--- config.mk ---
export PLATFORM = sky130hd
export DESIGN_NAME = sha256_block_hasher_unit
export DESIGN_NICKNAME = d
export VERILOG_FILES = /design/src/hw/rtl/sha256_pkg.sv /design/src/hw/rtl/sha256_round.sv /design/src/hw/rtl/sha256_block_hasher_unit.sv
export SDC_FILE = /design/constraint.sdc
export NUM_CORES = 2
export LEC_CHECK = 0
export BUFFER_PORTS_ARGS = -buffer_cell sky130_fd_sc_hd__buf_4
export CAP_MARGIN = 0
export CORE_ASPECT_RATIO = 1.1
export CORE_UTILIZATION = 35
export CTS_CLUSTER_DIAMETER = 60
export CTS_CLUSTER_SIZE = 24
export DETAILED_ROUTE_END_ITERATION = 8
export PLACE_DENSITY = 0.47
export SYNTH_ARGS = -nofsm -noshare
export SYNTH_HDL_FRONTEND = slang
export SYNTH_HIERARCHICAL = 1
export SYNTH_SLANG_ARGS = --single-unit
export TNS_END_PERCENT = 30
--- constraint.sdc ---
create_clock -name clk -period 13.87 [get_ports clk]
set_input_delay 4.161 -clock clk [delete_from_list [all_inputs] [get_ports clk]]
set_output_delay 4.161 -clock clk [all_outputs]
set_load 0.02 [all_outputs]
--- src/hw/rtl/sha256_pkg.sv ---
// shared constants and functions for the sha-256 block hasher
`default_nettype none
package sha256_pkg;

	localparam logic [255:0] InitHash = {
		32'h6a09e667, 32'hbb67ae85, 32'h3c6ef372, 32'ha54ff53a,
		32'h510e527f, 32'h9b05688c, 32'h1f83d9ab, 32'h5be0cd19
	};

	function automatic logic [31:0] init_word(input logic [2:0] idx);
		init_word = InitHash[(3'd7 - idx) * 32 +: 32];
	endfunction

	function automatic logic [31:0] round_k(input logic [5:0] idx);
		logic [31:0] k;
		unique case (idx)
			6'd0: k = 32'h428a2f98; 6'd1: k = 32'h71374491;
			6'd2: k = 32'hb5c0fbcf; 6'd3: k = 32'he9b5dba5;
			6'd4: k = 32'h3956c25b; 6'd5: k = 32'h59f111f1;
			6'd6: k = 32'h923f82a4; 6'd7: k = 32'hab1c5ed5;
			6'd8: k = 32'hd807aa98; 6'd9: k = 32'h12835b01;
			6'd10: k = 32'h243185be; 6'd11: k = 32'h550c7dc3;
			6'd12: k = 32'h72be5d74; 6'd13: k = 32'h80deb1fe;
			6'd14: k = 32'h9bdc06a7; 6'd15: k = 32'hc19bf174;
			6'd16: k = 32'he49b69c1; 6'd17: k = 32'hefbe4786;
			6'd18: k = 32'h0fc19dc6; 6'd19: k = 32'h240ca1cc;
			6'd20: k = 32'h2de92c6f; 6'd21: k = 32'h4a7484aa;
			6'd22: k = 32'h5cb0a9dc; 6'd23: k = 32'h76f988da;
			6'd24: k = 32'h983e5152; 6'd25: k = 32'ha831c66d;
			6'd26: k = 32'hb00327c8; 6'd27: k = 32'hbf597fc7;
			6'd28: k = 32'hc6e00bf3; 6'd29: k = 32'hd5a79147;
			6'd30: k = 32'h06ca6351; 6'd31: k = 32'h14292967;
			6'd32: k = 32'h27b70a85; 6'd33: k = 32'h2e1b2138;
			6'd34: k = 32'h4d2c6dfc; 6'd35: k = 32'h53380d13;
			6'd36: k = 32'h650a7354; 6'd37: k = 32'h766a0abb;
			6'd38: k = 32'h81c2c92e; 6'd39: k = 32'h92722c85;
			6'd40: k = 32'ha2bfe8a1; 6'd41: k = 32'ha81a664b;
			6'd42: k = 32'hc24b8b70; 6'd43: k = 32'hc76c51a3;
			6'd44: k = 32'hd192e819; 6'd45: k = 32'hd6990624;
			6'd46: k = 32'hf40e3585; 6'd47: k = 32'h106aa070;
			6'd48: k = 32'h19a4c116; 6'd49: k = 32'h1e376c08;
			6'd50: k = 32'h2748774c; 6'd51: k = 32'h34b0bcb5;
			6'd52: k = 32'h391c0cb3; 6'd53: k = 32'h4ed8aa4a;
			6'd54: k = 32'h5b9cca4f; 6'd55: k = 32'h682e6ff3;
			6'd56: k = 32'h748f82ee; 6'd57: k = 32'h78a5636f;
			6'd58: k = 32'h84c87814; 6'd59: k = 32'h8cc70208;
			6'd60: k = 32'h90befffa; 6'd61: k = 32'ha4506ceb;
			6'd62: k = 32'hbef9a3f7; default: k = 32'hc67178f2;
		endcase
		round_k = k;
	endfunction

	function automatic logic [31:0] rotr(input logic [31:0] x, input int n);
		rotr = (x >> n) | (x << (32 - n));
	endfunction

	// working variables a to h carried through every round
	typedef struct packed {
		logic [31:0] a, b, c, d, e, f, g, h;
	} sha_vars_t;

endpackage
`default_nettype wire

--- src/hw/rtl/sha256_round.sv ---
// one sha-256 round and schedule word, used once per cycle
`default_nettype none
module sha256_round import sha256_pkg::*; (
	input  wire sha_vars_t   vars,
	input  wire logic [31:0] k,
	input  wire logic        expand,
	input  wire logic [31:0] w0,
	input  wire logic [31:0] w1,
	input  wire logic [31:0] w9,
	input  wire logic [31:0] w14,
	output sha_vars_t        vars_next,
	output logic [31:0]      wt
);
	logic [31:0] sg0, sg1, s0, s1, ch, maj, t1, t2;

	// schedule word
	always_comb begin
		sg0 = rotr(w1, 7) ^ rotr(w1, 18) ^ (w1 >> 3);
		sg1 = rotr(w14, 17) ^ rotr(w14, 19) ^ (w14 >> 10);
		wt = expand ? (w0 + sg0 + w9 + sg1) : w0;
	end

	// round function
	always_comb begin
		s1 = rotr(vars.e, 6) ^ rotr(vars.e, 11) ^ rotr(vars.e, 25);
		ch = (vars.e & vars.f) ^ (~vars.e & vars.g);
		t1 = vars.h + s1 + ch + k + wt;
		s0 = rotr(vars.a, 2) ^ rotr(vars.a, 13) ^ rotr(vars.a, 22);
		maj = (vars.a & vars.b) ^ (vars.a & vars.c) ^ (vars.b & vars.c);
		t2 = s0 + maj;
		vars_next.h = vars.g;
		vars_next.g = vars.f;
		vars_next.f = vars.e;
		vars_next.e = vars.d + t1;
		vars_next.d = vars.c;
		vars_next.c = vars.b;
		vars_next.b = vars.a;
		vars_next.a = t1 + t2;
	end
endmodule
`default_nettype wire

--- src/hw/rtl/sha256_block_hasher_unit.sv ---
// sha-256 block hasher top level: word intake, round sequencer, digest output
// a word that does not end a block is taken without a stall
// a block's last word starts the round sequence and then the feed-forward add into the hash
// a message's last block then gives eight digest beats, one per cycle while out_stall is low
// the single round unit serves the rounds one after another, and no word is taken while a block is hashed
// reset restores the initial hash and clears all counters; no clearing pass
`default_nettype none
module sha256_block_hasher_unit import sha256_pkg::*; (
	input  wire logic        clk,
	input  wire logic        arst_n,
	input  wire logic        cfg_valid,
	output logic             cfg_ready,
	input  wire logic [15:0] cfg_data,
	input  wire logic        in_valid,
	output logic             in_stall,
	input  wire logic [31:0] message_word,
	output logic             out_valid,
	input  wire logic        out_stall,
	output logic [31:0]      digest_word,
	output logic [2:0]       digest_index,
	output logic             digest_last
);
	localparam logic [1:0] StIn = 2'd0, StRound = 2'd1, StAdd = 2'd2, StOut = 2'd3;

	logic [1:0]  state_q;
	logic [15:0] bpm_q;
	logic [3:0]  word_q;
	logic [15:0] block_q;
	logic [5:0]  round_q;
	logic [2:0]  oidx_q;
	logic [31:0] win_q [16];
	logic [31:0] hash_q [8];
	sha_vars_t   vars_q, vars_next;
	logic [31:0] wt;
	logic [15:0] limit;
	logic        in_beat, out_beat;

	assign cfg_ready = 1'b1;
	assign in_stall = (state_q != StIn);
	assign in_beat = in_valid && !in_stall;
	assign out_valid = (state_q == StOut);
	assign out_beat = out_valid && !out_stall;
	assign digest_word = hash_q[oidx_q];
	assign digest_index = oidx_q;
	assign digest_last = (oidx_q == 3'd7);
	assign limit = (bpm_q == 16'd0) ? 16'd1 : bpm_q;

	sha256_round u_round (
		.vars(vars_q), .k(round_k(round_q)), .expand(round_q[5:4] != 2'd0),
		.w0(win_q[round_q[3:0]]), .w1(win_q[round_q[3:0] + 4'd1]),
		.w9(win_q[round_q[3:0] + 4'd9]), .w14(win_q[round_q[3:0] + 4'd14]),
		.vars_next(vars_next), .wt(wt)
	);

	// schedule window
	always_ff @(posedge clk) begin
		if (in_beat) begin
			win_q[word_q] <= message_word;
		end else if (state_q == StRound) begin
			win_q[round_q[3:0]] <= wt;
		end
	end

	// working variables
	always_ff @(posedge clk or negedge arst_n) begin
		if (!arst_n) begin
			vars_q <= '0;
		end else if (in_beat && word_q == 4'd15) begin
			vars_q <= {hash_q[0], hash_q[1], hash_q[2], hash_q[3],
				hash_q[4], hash_q[5], hash_q[6], hash_q[7]};
		end else if (state_q == StRound) begin
			vars_q <= vars_next;
		end
	end

	// sequencer and hash
	always_ff @(posedge clk or negedge arst_n) begin
		if (!arst_n) begin
			state_q <= StIn;
			bpm_q <= 16'd1;
			word_q <= '0;
			block_q <= '0;
			round_q <= '0;
			oidx_q <= '0;
			for (int i = 0; i < 8; i++) hash_q[i] <= init_word(3'(i));
		end else begin
			if (cfg_valid) bpm_q <= cfg_data;
			unique case (state_q)
				StIn: begin
					if (in_beat) begin
						word_q <= word_q + 4'd1;
						if (word_q == 4'd15) begin
							state_q <= StRound;
							round_q <= '0;
						end
					end
				end
				StRound: begin
					round_q <= round_q + 6'd1;
					if (round_q == 6'd63) state_q <= StAdd;
				end
				StAdd: begin
					hash_q[0] <= hash_q[0] + vars_q.a;
					hash_q[1] <= hash_q[1] + vars_q.b;
					hash_q[2] <= hash_q[2] + vars_q.c;
					hash_q[3] <= hash_q[3] + vars_q.d;
					hash_q[4] <= hash_q[4] + vars_q.e;
					hash_q[5] <= hash_q[5] + vars_q.f;
					hash_q[6] <= hash_q[6] + vars_q.g;
					hash_q[7] <= hash_q[7] + vars_q.h;
					if ({1'b0, block_q} + 17'd1 < {1'b0, limit}) begin
						block_q <= block_q + 16'd1;
						state_q <= StIn;
					end else begin
						block_q <= '0;
						oidx_q <= '0;
						state_q <= StOut;
					end
				end
				default: begin
					if (out_beat) begin
						oidx_q <= oidx_q + 3'd1;
						if (oidx_q == 3'd7) begin
							state_q <= StIn;
							for (int i = 0; i < 8; i++) hash_q[i] <= init_word(3'(i));
						end
					end
				end
			endcase
		end
	end
endmodule
`default_nettype wire
* Yosys cells after proc, flatten, opt, wreduce, memory -nomap -nowiden *
Memory sizes are Yosys's and may differ from the RTL's.
Index checks and enable logic that the tools add are counted.
Widths: inputs -> output; s select.

word-level totals
  register bits after elaboration = 559
  RAM bits = 512
  bits in read-only memories = 2048
  output and inout port bits = 39
  word-level logic and storage cells = 145
  memories kept = 2

cells by class
  add/subtract/negate cells = 26
  $lt $le $gt $ge = 2
  equal/unequal tests = 10
  muxes and demuxes = 32
  bitwise operators = 29
  reductions and logical operators = 22

memories
  name             depth  width  read ports  clocked after memory_dff  write ports  line                            RTL
  (no name shown)  64     32     1           0                         0            sha256_pkg.sv:16                unique case (idx)
  win_q            16     32     4           0                         1            sha256_block_hasher_unit.sv:31  logic [31:0] win_q [16];

operator list
  cell                   number
  $mux 256               4
  $add 32x32->32         18
  $pmux 256 s2           1
  $xor 32x32->32         9
  $and 32x32->32         5
  $mux 32                4
  $bmux 32 s3            1
  $mux 16                2
  $not 32->32            1
  $or 10x32->32          1
  $or 13x32->32          1
  $or 14x32->32          1
  $or 15x32->32          1
  $or 19x32->32          1
  $or 21x32->32          1
  $or 25x32->32          1
  $or 26x32->32          1
  $or 30x32->32          1
  $or 7x32->32           1
  $reduce_or 32->1       1
  $xor 32x22->32         1
  $xor 32x29->32         1
  $add 16x1->17 const B  1
  $lt 17x16->1           1
  other kinds (33)       61

* Longest topological paths before layout *
An unclocked memory read counts as a cell.

  depth after elaboration = 13
  gate-level depth with buffers = 56

* Hierarchy *
The synthesis kept the hierarchy.

modules (own cells, without submodules)
  module                    times used  cells each  area each (µm²)
  sha256_block_hasher_unit  1           5973        67848.8
  sha256_round              1           1839        15233.4

* Worst setup path after synthesis *
OpenSTA, ideal clock, no wires.

  path kind = register to register
  start = reg round_q[2]
  end = reg vars_q[254] in the netlist's numbering
  setup time = 0.124 ns
  arrival = 12.666 ns
  data required time = 13.746 ns
  path slack = 1.080 ns
  cell stages (with the launch flop) = 55
  clock period less this slack = 12.790 ns
  cells stage by stage = dfrtp_1 > inv_1 > clkbuf_1 > clkbuf_1 > clkbuf_1 > ha_1 > clkbuf_1 > clkbuf_1 > clkbuf_1 > mux4_2 > xor2_1 > xnor2_1 > fa_1 > inv_1 > fa_1 > ha_1 > fa_1 > a211oi_1 > [19 not listed] > o21ai_1 > a21oi_1 > nor2b_1 > nor2_1 > xnor2_1 > fa_1 > ha_1 > a21o_1 > a21o_1 > a21o_1 > a21oi_1 > o221ai_2 > or4_1 > a31o_1 > a21oi_2 > xnor2_1 > a22oi_1 > nand2_1

RTL lines
  what                      line                            RTL
  start: declaration        sha256_block_hasher_unit.sv:29  logic [5:0] round_q;
  start signal: assignment  sha256_block_hasher_unit.sv:99  round_q <= round_q + 6'd1;
  end signal: assignment    sha256_block_hasher_unit.sv:69  vars_q <= {hash_q[0], hash_q[1], hash_q[2], hash_q[3],
  end signal: assignment    sha256_block_hasher_unit.sv:72  vars_q <= vars_next;
  end: declaration          sha256_block_hasher_unit.sv:33  sha_vars_t vars_q, vars_next;

==> qor.yml <==
detailed_routing:
  firstDrtPassIters: 6
  route.detailed.drc: 0
  wirelength_um: 313000
  drt_first_iter_violations: 5338
  post_drt_wl_per_cell_um: 29.0
  vias_per_cell: 5.92
  route.vias.total: 63900
  ant_nets: 0
clock_network:
  cts_tree: "yes"
  clk_latency_ns: 0.84
  htreeDepth: 3
  clock-sinks: 1071
  clock_tree.buffer_depth: 3
  clkTransAtPathRegs_ns: 0.07
  numCtsBuffers: 121
  clock-root-buffer: "clkbuf_16"
  cts_hold_buf: 0
job:
  max_cap_violations: 0
global_route:
  grtUsageTotal_pct: 25.8
  grt_max_degree: 150
  grt_pass1_vias: 64000
  antenna_found_initial: 9
  overflow: 0
  grt_pass1_wl_um: 453000
critical_path:
  slowest_delay_ns: 0.66
  start_kind: "flip-flop"
  crit_type: "reg -> reg"
  cp.required_ns: 14.60
  worstPathArrival_ns: 14.00
  path_max_fanout: 13
  end_kind: "flip-flop"
  cpMaxStageDelayCell: "fa_1"
  reg2reg_depth: 49
die:
  fp.dieArea_um2: 239000
  dieHeight_um: 513
  core_um2: 236000
  start_util_pct: 35.2
  io_pins: 92
  fp-row-count: 187
  die_w_um: 467
final_layout:
  fin_nets: 8221
  drive_above_1_share_pct: 16.9
  n_fill_cell: 22900
  mostFrequentLayoutCells: "1014 x nand2_1, 538 x mux4_2, 512 x edfxtp_1"
  area_delta_synth_final_pct: 9.15
  final_common_cell: "nand2_1"
sta:
  tns_ns: 0
  final_max_slew_viol_count: 0
  timing.final.crit_share_pct: 95.7
  fmax_ghz: 0.0753
  fin_crit_ns: 13.27
  hold_viol_final: 0
  max_slew.worst_pin.slew_ns: 1.16
  relSlewSlack_pct: 21.7
  skew_ns: 0.0535
  rsz0062_at_grt: "no"
  setup_viol: 0
synth:
  syn_area_per_cell_um2: 10.6
  ys_warn_count: 6
  synth_edf_count: 512
  synth_nets: 8473
  ys_ff_latch: 1071
  syn_inst: 7812
  synth-seq-area-share_pct: 35.5
  ys_async_sr_fraction_pct: 52.2
  syn_area_um2: 83100
  ys.flop_type: "edfxtp_1"
  ys_types: 110
place:
  gp_congestion: 0.961
  port_buffers: 90
  hpwl_um: 225000
outcome:
  status: "complete, no violations"
min_path:
  min_path_type: "reg -> reg"
  holdPathStages: 2
==> kinds of logic (layout without fill, tap and decap cells) <==
logic type | Yosys count | count (layout) | synth area share, %
compound gates | 1940 | 1940 | 15.4
xor+xnor | 574 | 574 | 6.08
fa+ha+maj | 627 | 627 | 11.1
buf+inv | 1021 | 877 | 5.59
flops | 1071 | 1071 | 35.5
mux | 685 | 685 | 16.4
other cells | 1 | 6 | 0.00451
simple gates | 1893 | 1893 | 9.84
==> final cells by class <==
cell class	instances	area, um^2	area share, %
Clock buffer	130	3120	3.45
Tap cell	3118	3900	4.30
Multi-Input combinational cell	5720	49100	54.2
Clock inverter	101	1420	1.56
Inverter	409	1540	1.69
Antenna cell	5	12.5	0.0138
Timing Repair Buffer	237	2000	2.21
Sequential cell	1071	29600	32.6
==> worst max-delay path: cells and delay by family (launching register included) <==
kind / cells / cell delay, ns
adder cells (fa/ha/maj): 10 / 4.72
AO/OA/AOI/OAI: 15 / 3.22
AND/OR/NAND/NOR: 9 / 1.66
XOR/XNOR: 5 / 1.17
buffers and inverters: 8 / 0.96
multiplexers: 2 / 0.90
flip-flops: 1 / 0.54
==> per-layer routing <==
layer | up-vias | part of all wire, % | track usage, %
met5 | - | 0.0086 | 0
met4 | 4 | 5.9 | 13.6
met3 | 595 | 4.8 | 2.66
met2 | 2359 | 49 | 44.3
met1 | 32700 | 40 | 31.9
li1 | 28200 | - | -
==> cell usage after synthesis (32+ instances only) <==
cell	number	area share [%]
a211oi_1	47	0.42
a21o_1	239	2.2
nor2_1	398	1.8
o21ai_0	390	2.3
nand2_1	1015	4.6
mux4_2	538	15
a21oi_1	486	2.9
a22oi_1	268	2.4
dfrtp_1	422	13
dfstp_2	137	4.3
xor2_1	225	2.4
nand3_1	107	0.64
xnor2_1	347	3.7
o211ai_1	37	0.33
o21a_1	52	0.47
mux2i_1	102	1.2
buf_1	61	0.28
mux2_2	45	0.61
ha_1	413	6.2
a31oi_1	57	0.43
nand2b_1	52	0.39
fa_1	195	4.7
clkbuf_1	313	1.4
buf_2	40	0.24
nor2b_1	57	0.43
buf_4	193	1.7
o31ai_1	33	0.30
inv_1	408	1.8
and3_1	38	0.29
nor3_1	72	0.43
edfxtp_1	512	19
nand4_1	32	0.24
==> flip-flops by register name, summed over array words and instances (netlist names) <==
name          count
vars_q          256
win_q           512
word_q            4
state_q           2
bpm_q            16
digest_index      3
block_q          16
round_q           6
hash_q          256
==> through the flow <==
| step | area (um^2) | util, % | std cells | setup slack, ns | hold WS (ns) |
|---|---|---|---|---|---|
| finish | 90700 | 38.4 | 10800 | 0.597 | 0.515 |
| global route | 90700 | 38.4 | 10800 | 0.00253 | 0.531 |
| CTS | 90600 | 38.4 | 10800 | 0.651 | 0.518 |
| detailed placement | 86100 | 36.5 | 10600 | 0.743 | 0.501 |
| global placement | 86100 | 36.5 | 10600 | 0.757 | 0.498 |
| floorplan | 83100 | - | 7812 | 1.08 | 0.469 |
==> path summary, 6_finish.rpt <==
path	start	end	slack, ns
worst max-delay path	round_q[0]	vars_q[247]	0.60
worst min-delay path	vars_q[28]	vars_q[28]	0.52
worst max register to register	round_q[0]	vars_q[247]	0.60
worst min register to register	vars_q[28]	vars_q[28]	0.52
max in group asynchronous	arst_n	hash_q[251]	8.02
min in group asynchronous	arst_n	block_q[14]	3.26
==> repair_timing <==
action                     4_1_cts  5_1_grt
setup endpoints to repair        0        1
resized for setup                0        4
buffers inserted                 0        1
Power is not shown: default switching activity piles up to over one toggle a cycle in this logic, so the estimate is an artifact.
